[src/design/pxs_pkg.sv]
// ============================================================================
// Proximity smoothstep package
// Shared widths, register indexes, reset values and payload types.
// ============================================================================
package pxs_pkg;

    localparam int COORD_W     = 32;
    localparam int DIST_W      = 32;
    localparam int FRAC_W      = 16;
    localparam int PROX_W      = 17;
    localparam int MUL_W       = 32;
    localparam int CFG_INDEX_W = 2;

    localparam logic [CFG_INDEX_W-1:0] CFG_MIN_DISTANCE = 2'd0;
    localparam logic [CFG_INDEX_W-1:0] CFG_MAX_DISTANCE = 2'd1;

    localparam logic [DIST_W-1:0] MIN_DISTANCE_RST = 32'd0;
    localparam logic [DIST_W-1:0] MAX_DISTANCE_RST = 32'd65536;

    // Proximity of one in Q1.16, and the constant 3.0 in Q2.16 for smoothstep.
    localparam logic [PROX_W-1:0]   PROX_ONE     = 17'd65536;
    localparam logic [FRAC_W+1:0]   SMOOTH_THREE = 18'd196608;

    typedef struct packed {
        logic signed [COORD_W-1:0] ref_x;
        logic signed [COORD_W-1:0] ref_y;
        logic signed [COORD_W-1:0] ref_z;
        logic signed [COORD_W-1:0] cur_x;
        logic signed [COORD_W-1:0] cur_y;
        logic signed [COORD_W-1:0] cur_z;
    } pxs_item_t;

    typedef struct packed {
        logic [PROX_W-1:0] proximity;
        logic              out_of_range;
        logic              proximity_changed;
        logic              range_changed;
    } pxs_result_t;

endpackage

[src/design/proximity_smoothstep.sv]
// ============================================================================
// Proximity smoothstep
// Smoothed proximity of two 3D points against a configured distance range.
// ============================================================================
// One item at a time: after a transfer, item_stall stays high until the result
// is loaded into the output register; longer when the distance falls strictly
// inside the configured range, and longer while a stalled earlier result holds
// the output register. The 32-step square root dominates, then the 16-step divide;
// the squares and the smoothstep products share one registered 32 x 32
// multiplier. The result register lets the next item start while a result
// still waits. Configuration writes are always taken. The range registers are
// read partway through an item, so writes belong in gaps with no item in
// flight.
module proximity_smoothstep
    import pxs_pkg::*;
(
    input  logic                    clk,
    input  logic                    rst_n,
    input  logic                    item_valid,
    output logic                    item_stall,
    input  pxs_item_t               item,
    output logic                    result_valid,
    input  logic                    result_stall,
    output pxs_result_t             result,
    input  logic                    cfg_valid,
    output logic                    cfg_ready,
    input  logic [CFG_INDEX_W-1:0]  cfg_index,
    input  logic [DIST_W-1:0]       cfg_data
);

    typedef enum logic [3:0] {
        S_IDLE,
        S_SQX,
        S_SQY,
        S_SQZ,
        S_SQACC,
        S_SQRT,
        S_CLASS,
        S_DIV,
        S_MUL1,
        S_MUL2,
        S_ROUND,
        S_DONE
    } state_t;

    localparam logic [2*MUL_W-1:0] ROUND_HALF = 64'h0000_0000_8000_0000;
    localparam logic [DIST_W:0]    DIST_SAT   = {1'b1, {DIST_W{1'b0}}};

    state_t              state_reg;
    state_t              state_next;
    pxs_result_t         result_reg;
    logic                result_valid_reg;
    logic [PROX_W-1:0]   last_prox_reg;
    logic                last_oor_reg;
    logic [DIST_W-1:0]   min_reg;
    logic [DIST_W-1:0]   max_reg;

    logic [DIST_W-1:0]   dx_reg;
    logic [DIST_W-1:0]   dy_reg;
    logic [DIST_W-1:0]   dz_reg;
    logic [2*DIST_W+1:0] acc_reg;
    logic                sat_reg;
    logic [PROX_W-1:0]   prox_reg;

    logic [MUL_W-1:0]    mul_a;
    logic [MUL_W-1:0]    mul_b;
    logic [2*MUL_W-1:0]  product;
    logic [2*DIST_W+1:0] sq_sum;
    logic                sqrt_start;
    logic                sqrt_done;
    logic [DIST_W-1:0]   root;
    logic                div_start;
    logic                div_done;
    logic [FRAC_W-1:0]   quotient;
    logic [2*MUL_W-1:0]  round_sum;

    logic [DIST_W:0]     distance;
    logic                class_direct;
    logic [PROX_W-1:0]   class_prox;
    logic [DIST_W-1:0]   div_numer;
    logic [DIST_W-1:0]   div_denom;
    logic                load_result;
    logic                result_oor;

    function automatic logic [DIST_W-1:0] abs_diff(
        input logic [COORD_W-1:0] a,
        input logic [COORD_W-1:0] b
    );
        logic [COORD_W:0] d;
        logic [COORD_W:0] mag;
        d   = {a[COORD_W-1], a} - {b[COORD_W-1], b};
        mag = d[COORD_W] ? (~d + 1'b1) : d;
        return mag[DIST_W-1:0];
    endfunction

    assign item_stall   = (state_reg != S_IDLE);
    assign cfg_ready    = 1'b1;
    assign result_valid = result_valid_reg;
    assign result       = result_reg;

    // Operand selection for the shared multiplier.
    always_comb
    begin
        case (state_reg)
            S_SQX:
            begin
                mul_a = dx_reg;
                mul_b = dx_reg;
            end
            S_SQY:
            begin
                mul_a = dy_reg;
                mul_b = dy_reg;
            end
            S_SQZ:
            begin
                mul_a = dz_reg;
                mul_b = dz_reg;
            end
            S_MUL1:
            begin
                mul_a = {{(MUL_W-FRAC_W){1'b0}}, quotient};
                mul_b = {{(MUL_W-FRAC_W){1'b0}}, quotient};
            end
            S_MUL2:
            begin
                mul_a = product[MUL_W-1:0];
                mul_b = {{(MUL_W-FRAC_W-2){1'b0}},
                         SMOOTH_THREE - {1'b0, quotient, 1'b0}};
            end
            default:
            begin
                mul_a = '0;
                mul_b = '0;
            end
        endcase
    end

    pxs_mul u_mul (
        .clk     (clk),
        .a       (mul_a),
        .b       (mul_b),
        .product (product)
    );

    assign sq_sum     = acc_reg + {2'b00, product};
    assign sqrt_start = (state_reg == S_SQACC);

    pxs_isqrt u_isqrt (
        .clk      (clk),
        .rst_n    (rst_n),
        .start    (sqrt_start),
        .radicand (sq_sum[2*DIST_W-1:0]),
        .done     (sqrt_done),
        .root     (root)
    );

    // Place the distance against the range. Inside the range the divider
    // forms the fraction toward the far end; otherwise the result is direct.
    always_comb
    begin
        distance     = sat_reg ? DIST_SAT : {1'b0, root};
        class_direct = 1'b1;
        class_prox   = '0;
        div_numer    = max_reg - distance[DIST_W-1:0];
        div_denom    = max_reg - min_reg;
        if (max_reg == min_reg)
        begin
            class_prox = (distance <= {1'b0, min_reg}) ? PROX_ONE : '0;
        end
        else if (max_reg > min_reg)
        begin
            if (distance <= {1'b0, min_reg})
                class_prox = PROX_ONE;
            else if (distance >= {1'b0, max_reg})
                class_prox = '0;
            else
                class_direct = 1'b0;
        end
        else
        begin
            div_numer = distance[DIST_W-1:0] - max_reg;
            div_denom = min_reg - max_reg;
            if (distance >= {1'b0, min_reg})
                class_prox = PROX_ONE;
            else if (distance <= {1'b0, max_reg})
                class_prox = '0;
            else
                class_direct = 1'b0;
        end
    end

    assign div_start = (state_reg == S_CLASS) && !class_direct;

    pxs_divu u_divu (
        .clk      (clk),
        .rst_n    (rst_n),
        .start    (div_start),
        .numer    (div_numer),
        .denom    (div_denom),
        .done     (div_done),
        .quotient (quotient)
    );

    assign round_sum   = product + ROUND_HALF;
    assign load_result = (state_reg == S_DONE) && (!result_valid_reg || !result_stall);
    assign result_oor  = (prox_reg == '0);

    always_comb
    begin
        state_next = state_reg;
        case (state_reg)
            S_IDLE:  if (item_valid) state_next = S_SQX;
            S_SQX:   state_next = S_SQY;
            S_SQY:   state_next = S_SQZ;
            S_SQZ:   state_next = S_SQACC;
            S_SQACC: state_next = S_SQRT;
            S_SQRT:  if (sqrt_done) state_next = S_CLASS;
            S_CLASS: state_next = class_direct ? S_DONE : S_DIV;
            S_DIV:   if (div_done) state_next = S_MUL1;
            S_MUL1:  state_next = S_MUL2;
            S_MUL2:  state_next = S_ROUND;
            S_ROUND: state_next = S_DONE;
            S_DONE:  if (load_result) state_next = S_IDLE;
            default: state_next = S_IDLE;
        endcase
    end

    always_ff @(posedge clk or negedge rst_n)
    begin
        if (!rst_n)
        begin
            state_reg        <= S_IDLE;
            result_valid_reg <= 1'b0;
            result_reg       <= '0;
            last_prox_reg    <= '0;
            last_oor_reg     <= 1'b0;
        end
        else
        begin
            state_reg <= state_next;
            if (load_result)
            begin
                result_valid_reg             <= 1'b1;
                result_reg.proximity         <= prox_reg;
                result_reg.out_of_range      <= result_oor;
                result_reg.proximity_changed <= (prox_reg != last_prox_reg);
                result_reg.range_changed     <= (result_oor != last_oor_reg);
                last_prox_reg                <= prox_reg;
                last_oor_reg                 <= result_oor;
            end
            else if (result_valid_reg && !result_stall)
            begin
                result_valid_reg <= 1'b0;
            end
        end
    end

    always_ff @(posedge clk or negedge rst_n)
    begin
        if (!rst_n)
        begin
            min_reg <= MIN_DISTANCE_RST;
            max_reg <= MAX_DISTANCE_RST;
        end
        else if (cfg_valid && cfg_ready)
        begin
            case (cfg_index)
                CFG_MIN_DISTANCE: min_reg <= cfg_data;
                CFG_MAX_DISTANCE: max_reg <= cfg_data;
                default:          ;
            endcase
        end
    end

    // Datapath registers. A sum of squares at or above 2^64 saturates the
    // distance beyond any configurable value.
    always_ff @(posedge clk)
    begin
        case (state_reg)
            S_IDLE:
            begin
                dx_reg <= abs_diff(item.ref_x, item.cur_x);
                dy_reg <= abs_diff(item.ref_y, item.cur_y);
                dz_reg <= abs_diff(item.ref_z, item.cur_z);
            end
            S_SQY:   acc_reg <= {2'b00, product};
            S_SQZ:   acc_reg <= sq_sum;
            S_SQACC: sat_reg <= (sq_sum[2*DIST_W+1:2*DIST_W] != 2'b00);
            S_CLASS: prox_reg <= class_prox;
            S_ROUND: prox_reg <= round_sum[2*FRAC_W +: PROX_W];
            default: ;
        endcase
    end

endmodule

[src/design/pxs_mul.sv]
// ============================================================================
// Shared multiplier
// Unsigned 32 x 32 multiplier with a registered product.
// ============================================================================
module pxs_mul
    import pxs_pkg::*;
(
    input  logic                 clk,
    input  logic [MUL_W-1:0]     a,
    input  logic [MUL_W-1:0]     b,
    output logic [2*MUL_W-1:0]   product
);

    logic [2*MUL_W-1:0] product_reg;

    always_ff @(posedge clk)
    begin
        product_reg <= a * b;
    end

    assign product = product_reg;

endmodule

[src/design/pxs_isqrt.sv]
// ============================================================================
// Iterative square root
// Floor square root of a 64-bit value, one root bit per cycle.
// ============================================================================
module pxs_isqrt
    import pxs_pkg::*;
(
    input  logic                  clk,
    input  logic                  rst_n,
    input  logic                  start,
    input  logic [2*DIST_W-1:0]   radicand,
    output logic                  done,
    output logic [DIST_W-1:0]     root
);

    localparam int CNT_W = $clog2(DIST_W);

    logic [2*DIST_W-1:0] rad_reg;
    logic [DIST_W:0]     rem_reg;
    logic [DIST_W-1:0]   root_reg;
    logic [CNT_W-1:0]    cnt_reg;
    logic                busy_reg;
    logic                done_reg;

    logic [DIST_W+2:0]   rem_shift;
    logic [DIST_W+2:0]   trial;
    logic [DIST_W+2:0]   diff;
    logic                fits;

    // Bring down the next two radicand bits and try the root bit at one.
    always_comb
    begin
        rem_shift = {rem_reg, rad_reg[2*DIST_W-1 -: 2]};
        trial     = {1'b0, root_reg, 2'b01};
        diff      = rem_shift - trial;
        fits      = rem_shift >= trial;
    end

    always_ff @(posedge clk or negedge rst_n)
    begin
        if (!rst_n)
        begin
            busy_reg <= 1'b0;
            done_reg <= 1'b0;
            cnt_reg  <= '0;
        end
        else
        begin
            done_reg <= 1'b0;
            if (start)
            begin
                busy_reg <= 1'b1;
                cnt_reg  <= CNT_W'(DIST_W - 1);
            end
            else if (busy_reg)
            begin
                cnt_reg <= cnt_reg - 1'b1;
                if (cnt_reg == '0)
                begin
                    busy_reg <= 1'b0;
                    done_reg <= 1'b1;
                end
            end
        end
    end

    always_ff @(posedge clk)
    begin
        if (start)
        begin
            rad_reg  <= radicand;
            rem_reg  <= '0;
            root_reg <= '0;
        end
        else if (busy_reg)
        begin
            rad_reg  <= {rad_reg[2*DIST_W-3:0], 2'b00};
            rem_reg  <= fits ? diff[DIST_W:0] : rem_shift[DIST_W:0];
            root_reg <= {root_reg[DIST_W-2:0], fits};
        end
    end

    assign done = done_reg;
    assign root = root_reg;

endmodule

[src/design/pxs_divu.sv]
// ============================================================================
// Iterative fraction divider
// Restoring divide of a numerator below the denominator, giving a Q0.16
// quotient one bit per cycle.
// ============================================================================
module pxs_divu
    import pxs_pkg::*;
(
    input  logic                 clk,
    input  logic                 rst_n,
    input  logic                 start,
    input  logic [DIST_W-1:0]    numer,
    input  logic [DIST_W-1:0]    denom,
    output logic                 done,
    output logic [FRAC_W-1:0]    quotient
);

    localparam int CNT_W = $clog2(FRAC_W);

    logic [DIST_W-1:0] rem_reg;
    logic [DIST_W-1:0] den_reg;
    logic [FRAC_W-1:0] quo_reg;
    logic [CNT_W-1:0]  cnt_reg;
    logic              busy_reg;
    logic              done_reg;

    logic [DIST_W:0]   rem_shift;
    logic [DIST_W:0]   diff;
    logic              fits;

    always_comb
    begin
        rem_shift = {rem_reg, 1'b0};
        diff      = rem_shift - {1'b0, den_reg};
        fits      = rem_shift >= {1'b0, den_reg};
    end

    always_ff @(posedge clk or negedge rst_n)
    begin
        if (!rst_n)
        begin
            busy_reg <= 1'b0;
            done_reg <= 1'b0;
            cnt_reg  <= '0;
        end
        else
        begin
            done_reg <= 1'b0;
            if (start)
            begin
                busy_reg <= 1'b1;
                cnt_reg  <= CNT_W'(FRAC_W - 1);
            end
            else if (busy_reg)
            begin
                cnt_reg <= cnt_reg - 1'b1;
                if (cnt_reg == '0)
                begin
                    busy_reg <= 1'b0;
                    done_reg <= 1'b1;
                end
            end
        end
    end

    // The numerator is always below the denominator, so the remainder
    // stays within the denominator's width.
    always_ff @(posedge clk)
    begin
        if (start)
        begin
            rem_reg <= numer;
            den_reg <= denom;
            quo_reg <= '0;
        end
        else if (busy_reg)
        begin
            rem_reg <= fits ? diff[DIST_W-1:0] : rem_shift[DIST_W-1:0];
            quo_reg <= {quo_reg[FRAC_W-2:0], fits};
        end
    end

    assign done     = done_reg;
    assign quotient = quo_reg;

endmodule

[config.mk]
export PLATFORM = sky130hd
export DESIGN_NAME = proximity_smoothstep
export DESIGN_NICKNAME = d
export VERILOG_FILES = /design/src/design/pxs_pkg.sv /design/src/design/proximity_smoothstep.sv /design/src/design/pxs_mul.sv /design/src/design/pxs_isqrt.sv /design/src/design/pxs_divu.sv
export SDC_FILE = /design/constraint.sdc
export NUM_CORES = 2
export LEC_CHECK = 0
export BUFFER_PORTS_ARGS = -buffer_cell sky130_fd_sc_hd__buf_2
export CORE_MARGIN = 5
export CORE_UTILIZATION = 55
export DETAILED_ROUTE_END_ITERATION = 6
export PLACE_DENSITY = 0.75
export SETUP_SLACK_MARGIN = 0.2
export SKIP_LAST_GASP = 1
export SYNTH_ARGS = -nofsm -noshare
export SYNTH_HDL_FRONTEND = slang
export SYNTH_SLANG_ARGS = --single-unit
[constraint.sdc]
create_clock -name clk -period 9.75 [get_ports clk]
set_clock_uncertainty 0.05 [all_clocks]
set_input_delay 1.95 -clock clk [delete_from_list [all_inputs] [get_ports clk]]
set_output_delay 1.95 -clock clk [all_outputs]
set_load 0.005 [all_outputs]
-- After elaboration in Yosys (flattened, before gate mapping)
Cells that the tools add are included.
Widths: inputs -> output; s select.
- register bits: 555
- bits in latches: 0
- bits in writable memories: 0
- memory bits (read-only): 0
- input bits: 231
- output and inout port bits: 23
- word-level logic and storage cells: 148
- memories: 0
- $add $sub $neg: 17
- multiply operators: 1
- divide/modulo/power cells: 0
- order comparisons: 7
- equality and inequality tests: 19
- shift operators: 0
- multiplexer cells: 52
- bitwise gates (word level): 3
- reductions and logical operators: 22
- operators by type and width (operator ; number):
    $mux 32 ; 10
    $pmux 32 s5 ; 2
    $sub 32x32->32 ; 5
    $pmux 66 s2 ; 1
    $mux 64 ; 2
    $ge 33x32->1 ; 3
    $sub 32x32->33 ; 3
    $add 32x1->32 const B ; 3
    $not 32->32 ; 3
    $mux 17 ; 4
    $add 66x64->66 ; 1
    $le 33x32->1 ; 2
    $mux 33 ; 2
    $mul 32x32->64 ; 1
    $add 49x32->49 const B ; 1
    $pmux 4 s12 ; 1
    $ge 35x34->1 ; 1
    $pmux 17 s2 ; 1
    $sub 33x33->33 ; 1
    $eq 32x32->1 ; 1
    $gt 32x32->1 ; 1
    $mux 4 ; 7
    $mux 1 ; 20
    $sub 18x17->18 const A ; 1
    other kinds (23) ; 44

-- Longest topological paths before layout
- word-level depth: 9
- depth in mapped cells: 39
- depth with buffers taken out: 35

-- By module
Synthesis repeated with hierarchy kept, for this count alone.
- cell total of the unflattened synthesis: 8843
- area, all modules: 78572.9 µm²
- by module, submodules not included (module ; instances ; cells each ; area an instance (µm²) ; seq. area each (µm²)):
    pxs_mul ; 1 ; 3741 ; 34565.7 ; 1281.2
    proximity_smoothstep ; 1 ; 3836 ; 31093.6 ; 7633.6
    pxs_isqrt ; 1 ; 734 ; 7592.3 ; 3398.3
    pxs_divu ; 1 ; 532 ; 5321.4 ; 2392.3

-- Worst setup path after synthesis
OpenSTA, ideal clock, no wires.
- path kind: reg2reg
- start: reg u_divu.quo_reg[2], in the netlist u_divu.quotient[2]
- end: reg u_mul.product_reg[61], in the netlist u_mul.product[61]
- setup time: 72 ps
- arrival time: 9209 ps
- data required time: 9628 ps
- slack: 419 ps
- cell stages (with the launch flop): 39
- path buffers: 4
- clock period less this slack: 9331 ps
- cells stage by stage: dfxtp_1 -> clkbuf_1 -> nor3_1 -> nand2b_1 -> or4_1 -> or3_1 -> nor2_1 -> nand2_1 -> xor2_1 -> a21o_1 -> clkbuf_1 -> clkbuf_1 -> nand2_1 -> fa_1 -> inv_1 -> fa_1 -> inv_1 -> fa_1 -> (+3 left out) -> fa_1 -> fa_1 -> inv_1 -> fa_1 -> inv_1 -> ha_1 -> clkbuf_1 -> a21o_1 -> a21o_1 -> a21o_1 -> a2bb2oi_1 -> nand3_1 -> a31oi_1 -> a31oi_1 -> o41ai_1 -> a21oi_1 -> a311oi_1 -> xnor2_1
- word-level cells in the longest chain between the ends: 3
- elaborated cells between the ends (all ways): 4
- classes of those cells: add/sub: 1; mul: 1; mux: 2
- RTL lines (item ; line ; text):
    start, declared ; pxs_divu.sv:22 ; logic [FRAC_W-1:0] quo_reg;
    start signal, assigned ; pxs_divu.sv:79 ; quo_reg <= {quo_reg[FRAC_W-2:0], fits};
    $sub 18x17->18 ; proximity_smoothstep.sv:129 ; SMOOTH_THREE - {1'b0, quotient, 1'b0}};
    $pmux 32 s5 ; proximity_smoothstep.sv:104 ; case (state_reg)
    $mul 32x32->64 * ; pxs_mul.sv:18 ; product_reg <= a * b;
    end signal, assigned ; pxs_mul.sv:18 ;
    end, declared ; pxs_mul.sv:14 ; logic [2*MUL_W-1:0] product_reg;
Mark *: on every way between the ends. The rest lies on a longest branch, timed or not.
A chain may end at the register's enable or synchronous reset.

-- Worst setup path after layout
- start: reg state_reg[1]
- end: reg u_mul.product_reg[58], in the netlist u_mul.product[58]
- word-level cells in the longest chain between the ends: 3
- elaborated cells between the ends (all ways): 8
- classes of those cells: mul: 1; eq/ne: 5; mux: 2
- RTL lines (item ; line ; text):
    start, declared ; proximity_smoothstep.sv:49 ; state_t state_reg;
    start signal, assigned ; proximity_smoothstep.sv:241 ; state_reg <= state_next;
    $eq 4x4->1, or another cell as far along ; proximity_smoothstep.sv:104 ;
    $pmux 32 s5 ; proximity_smoothstep.sv:104 ;
    $mul 32x32->64 * ; pxs_mul.sv:18 ;
Marks and branches as above.

==> results by group <==
Placement
  – Setup Slack @ Placement: between 0.015 and 0.02 ns
  – IO buf count: approximately 250
  – Placed insts: around 11000
  – GPL Wtd Cong: approximately 1.0
  – Hpwl dp: just over 200000 µm

Die
  – I/O pins: approximately 250
  – Core area: roughly 140000 µm²
  – Die footprint: ~150000 µm²
  – Die H: 383 µm
  – Die Width: 383 µm
  – Starting density of the core: between 50% and 60%
  – Row cnt: 136

STA
  – Slew Viols, Final: 0
  – Tmin final: between 9 and 10 ns
  – RSZ-0062 raised after global routing: no
  – Crit share post-route: between 90% and 100%
  – Final hold viol count: 0
  – Worst setup margin: around 0.47 ns
  – Slew @ Worst Pin: about 1.2 ns
  – Setup TNS: 0 ns
  – Slew Limit Headroom: between 10% and 20%
  – Final setup violation count: 0
  – Fmax: about 0.11 GHz

Synthesis
  – Synth async-reset ratio: between 15 and 20%
  – Synthesis Warnings: 0
  – Distinct cells, synth: 102
  – Cell count after synthesis: around 9000
  – Synth Cell Area: between 70000 and 80000 µm²
  – Post-synth EDFFs: between 300 and 400
  – Post-synthesis register bit count: between 500 and 600
  – Syn_area_per_cell: between 8 and 9 µm²
  – Prevailing post-synth register cell: edfxtp_1
  – Seq/Total Area, Yosys: roughly a fifth
  – Post-Syn Nets: around 11000

Setup path
  – Worst path arrival time: 9.77 ns
  – Crit-path max cell delay: roughly 0.79 ns
  – CP Class: flip-flop to flip-flop
  – Critical Path End Type: flip-flop
  – Cell mode on critical path: fa_1
  – Worst path slowest cell: a21oi_2
  – Crit-path max FO: 34
  – CP Launch Type: flip-flop
  – WP data required: 10.24 ns

Final layout
  – Non-filler instance count after layout: between 10000 and 15000
  – Area delta synth->final: 8.35%
  – Layout cells sized above 1: between 8 and 9%
  – Fillcell total: approximately 12000
  – Fin nets: around 11000
  – Max reg flops: 66
  – Utilization after layout: 60.1%

Detailed routing
  – Final wirelength: 253000 µm
  – DRC viols: 0
  – Avg WL per Cell: ~23 µm
  – Vias: approximately 66000
  – Post-route ant nets: 0
  – DRT Pass-1 Iters: 7
  – Vias per inst: 6.02
  – DRT iter0 DRCs: about 5700

Global routing
  – Largest net degree at the start of global routing: between 80 and 90
  – Initial antenna violation count: 9
  – Global-route wire length before repair: just under 400000 µm
  – Total track usage: 34.3%
  – Vias in the first global route: between 60000 and 70000
  – Grt ovf: 0

Clock tree
  – Maximum buffer depth of the clock tree: 3
  – Clock transition at path regs: 0.06 ns
  – Hold Buf Count CTS: 0
  – H-tree depth: 3
  – CTS Buf Count: between 60 and 70
  – Worst skew pair latency: 0.66 ns
  – Clk sinks: around 560
  – CTS tree: built
  – Root Driver: clkbuf_16

Job
  – MaxCap Viol Count: 0

Power and ir drop
  – Pwr Density: 93.2 nW/µm²
  – P_leak: between 30 and 40 nW
  – Final Power: 7.72 mW
  – Max VDD drop: around 0.12 mV

Outcome
  – Status: finished clean

Min path
  – Hold crit path type: flip-flop to flip-flop
## synthesized netlist by cell type, types with 15 or more instances
| cell | number | area share, % |
|---|---|---|
| nand2b_1 | 93 | 0.76 |
| xor2_1 | 156 | 1.8 |
| dfrtp_1 | 101 | 3.3 |
| and4_1 | 18 | 0.21 |
| a221oi_1 | 15 | 0.17 |
| or3_1 | 38 | 0.31 |
| clkbuf_1 | 370 | 1.8 |
| nand2_1 | 1125 | 5.5 |
| and3_1 | 56 | 0.46 |
| nor4_1 | 30 | 0.25 |
| a211oi_1 | 45 | 0.44 |
| and2_1 | 51 | 0.42 |
| a21oi_1 | 569 | 3.7 |
| xnor2_1 | 282 | 3.2 |
| mux2_2 | 60 | 0.88 |
| nor3b_1 | 18 | 0.18 |
| o21ai_0 | 461 | 3.0 |
| nand4_1 | 82 | 0.67 |
| mux2i_1 | 85 | 1.1 |
| fa_1 | 905 | 24 |
| inv_1 | 1350 | 6.6 |
| a21o_1 | 260 | 2.6 |
| o31ai_1 | 41 | 0.40 |
| nor2_1 | 804 | 3.9 |
| o21a_1 | 36 | 0.35 |
| o211ai_1 | 56 | 0.55 |
| ha_1 | 655 | 11 |
| dfxtp_1 | 145 | 3.8 |
| a31oi_1 | 51 | 0.42 |
| nor2b_1 | 64 | 0.52 |
| nor3_1 | 108 | 0.71 |
| o21bai_1 | 77 | 0.76 |
| a22oi_1 | 43 | 0.42 |
| buf_1 | 19 | 0.093 |
| a21boi_0 | 25 | 0.25 |
| edfxtp_1 | 308 | 12 |
| nand3_1 | 96 | 0.63 |
## final cells by class
| class | count | area [µm²] | area share [%] |
|---|---|---|---|
| multi-input cells | 6655 | 55400 | 66.9 |
| flip-flops and latches | 555 | 14700 | 17.8 |
| inverters | 1353 | 5080 | 6.14 |
| repair buffers | 472 | 3110 | 3.75 |
| well taps | 1794 | 2240 | 2.71 |
| clock buffers | 87 | 1830 | 2.21 |
| clock inverters | 34 | 399 | 0.482 |
| diodes | 4 | 10.0 | 0.0121 |
## layer usage
metal	share of wire [%]	GRT usage, %
met4	4.9	13.4
met3	10	8.60
met2	44	54.2
met1	40	45.5
met5	0.013	0
## worst max-delay path, delay by kind of cell, from the launching register on
family	cells	cell delay, ns
muxes	1	0.14
DFF	1	0.43
adders and majority gates	9	4.32
buffers and inverters	4	0.48
and+or+nand+nor	6	1.10
AOI/OAI and AO/OA	10	2.60
## power by group
group	leakage [nW]	internal [mW]	switching (mW)
Combinational	33.7	0.889	1.62
Clock	1.08	1.50	1.07
Sequential	4.83	2.59	0.0522
Total	39.6	4.98	2.74
## cells in the final DEF (no fill, tap or decap), types with 29 or more instances in the layout
cell type / netlist / final
xnor2_1: 282 / 282
fa_1: 905 / 904
buf_2: 14 / 251
o21ai_0: 461 / 459
nand4_1: 82 / 82
buf_4: 2 / 200
a31oi_1: 51 / 48
or3_1: 38 / 37
nor2_1: 804 / 802
o21bai_1: 77 / 77
nand2b_1: 93 / 92
mux2i_1: 85 / 84
inv_1: 1350 / 1349
clkbuf_16: 0 / 69
a22oi_1: 43 / 43
o21a_1: 36 / 36
edfxtp_1: 308 / 308
o211ai_1: 56 / 56
o31ai_1: 41 / 40
and2_1: 51 / 50
nand3_1: 96 / 96
nor3_1: 108 / 101
a211oi_1: 45 / 44
xor2_1: 156 / 155
mux2_2: 60 / 60
and3_1: 56 / 54
nor2b_1: 64 / 64
nand2_1: 1125 / 1115
dfxtp_1: 145 / 145
nor4_1: 30 / 29
ha_1: 655 / 654
a21o_1: 260 / 250
dfrtp_1: 101 / 99
a21oi_1: 569 / 551
## timing repair
item,CTS,global route
setup buffers,0,7
gates resized for setup,6,58
pin swaps,0,9
setup endpoints to repair,9,24
## logic make-up (layout without fill, tap and decap cells)
group / Yosys count / after routing / synth area share (%)
fa+ha+maj: 1560 / 1560 / 34.4
compound gates: 1863 / 1863 / 15.3
simple gates: 2648 / 2648 / 15.3
other cells: 1 / 5 / 0.00491
buf+inv: 1759 / 1946 / 8.67
xor+xnor: 438 / 438 / 5.02
mux: 145 / 145 / 2.00
flops: 555 / 555 / 19.2
## final timing paths
check / startpoint / end / slack (ns) / cells after the start
min in group asynchronous: rst_n / max_reg[24]$_DFFE_PN0P_ / 1.23 / 1
hold / removal: result[0]$_DFFE_PN0P_ / result[0]$_DFFE_PN0P_ / 0.42 / 2
setup reg to reg: state_reg[1]$_DFFE_PN0P_ / u_mul.product[58]$_DFF_P_ / 0.47 / 30
max in group asynchronous: rst_n / u_isqrt.busy_reg$_DFF_PN0_ / 6.95 / 2
setup / recovery: state_reg[1]$_DFFE_PN0P_ / u_mul.product[58]$_DFF_P_ / 0.47 / 30
hold reg to reg: result[0]$_DFFE_PN0P_ / result[0]$_DFFE_PN0P_ / 0.42 / 2
## through the flow
step	cell area, µm²	hold slack [ns]
after detailed placement	80300	0.416
after CTS	82500	0.433
after global placement	80300	0.408
final	82800	0.424
after global routing	82800	0.456
after floorplan	76400	0.410
Power figures use the tool's default switching activity.
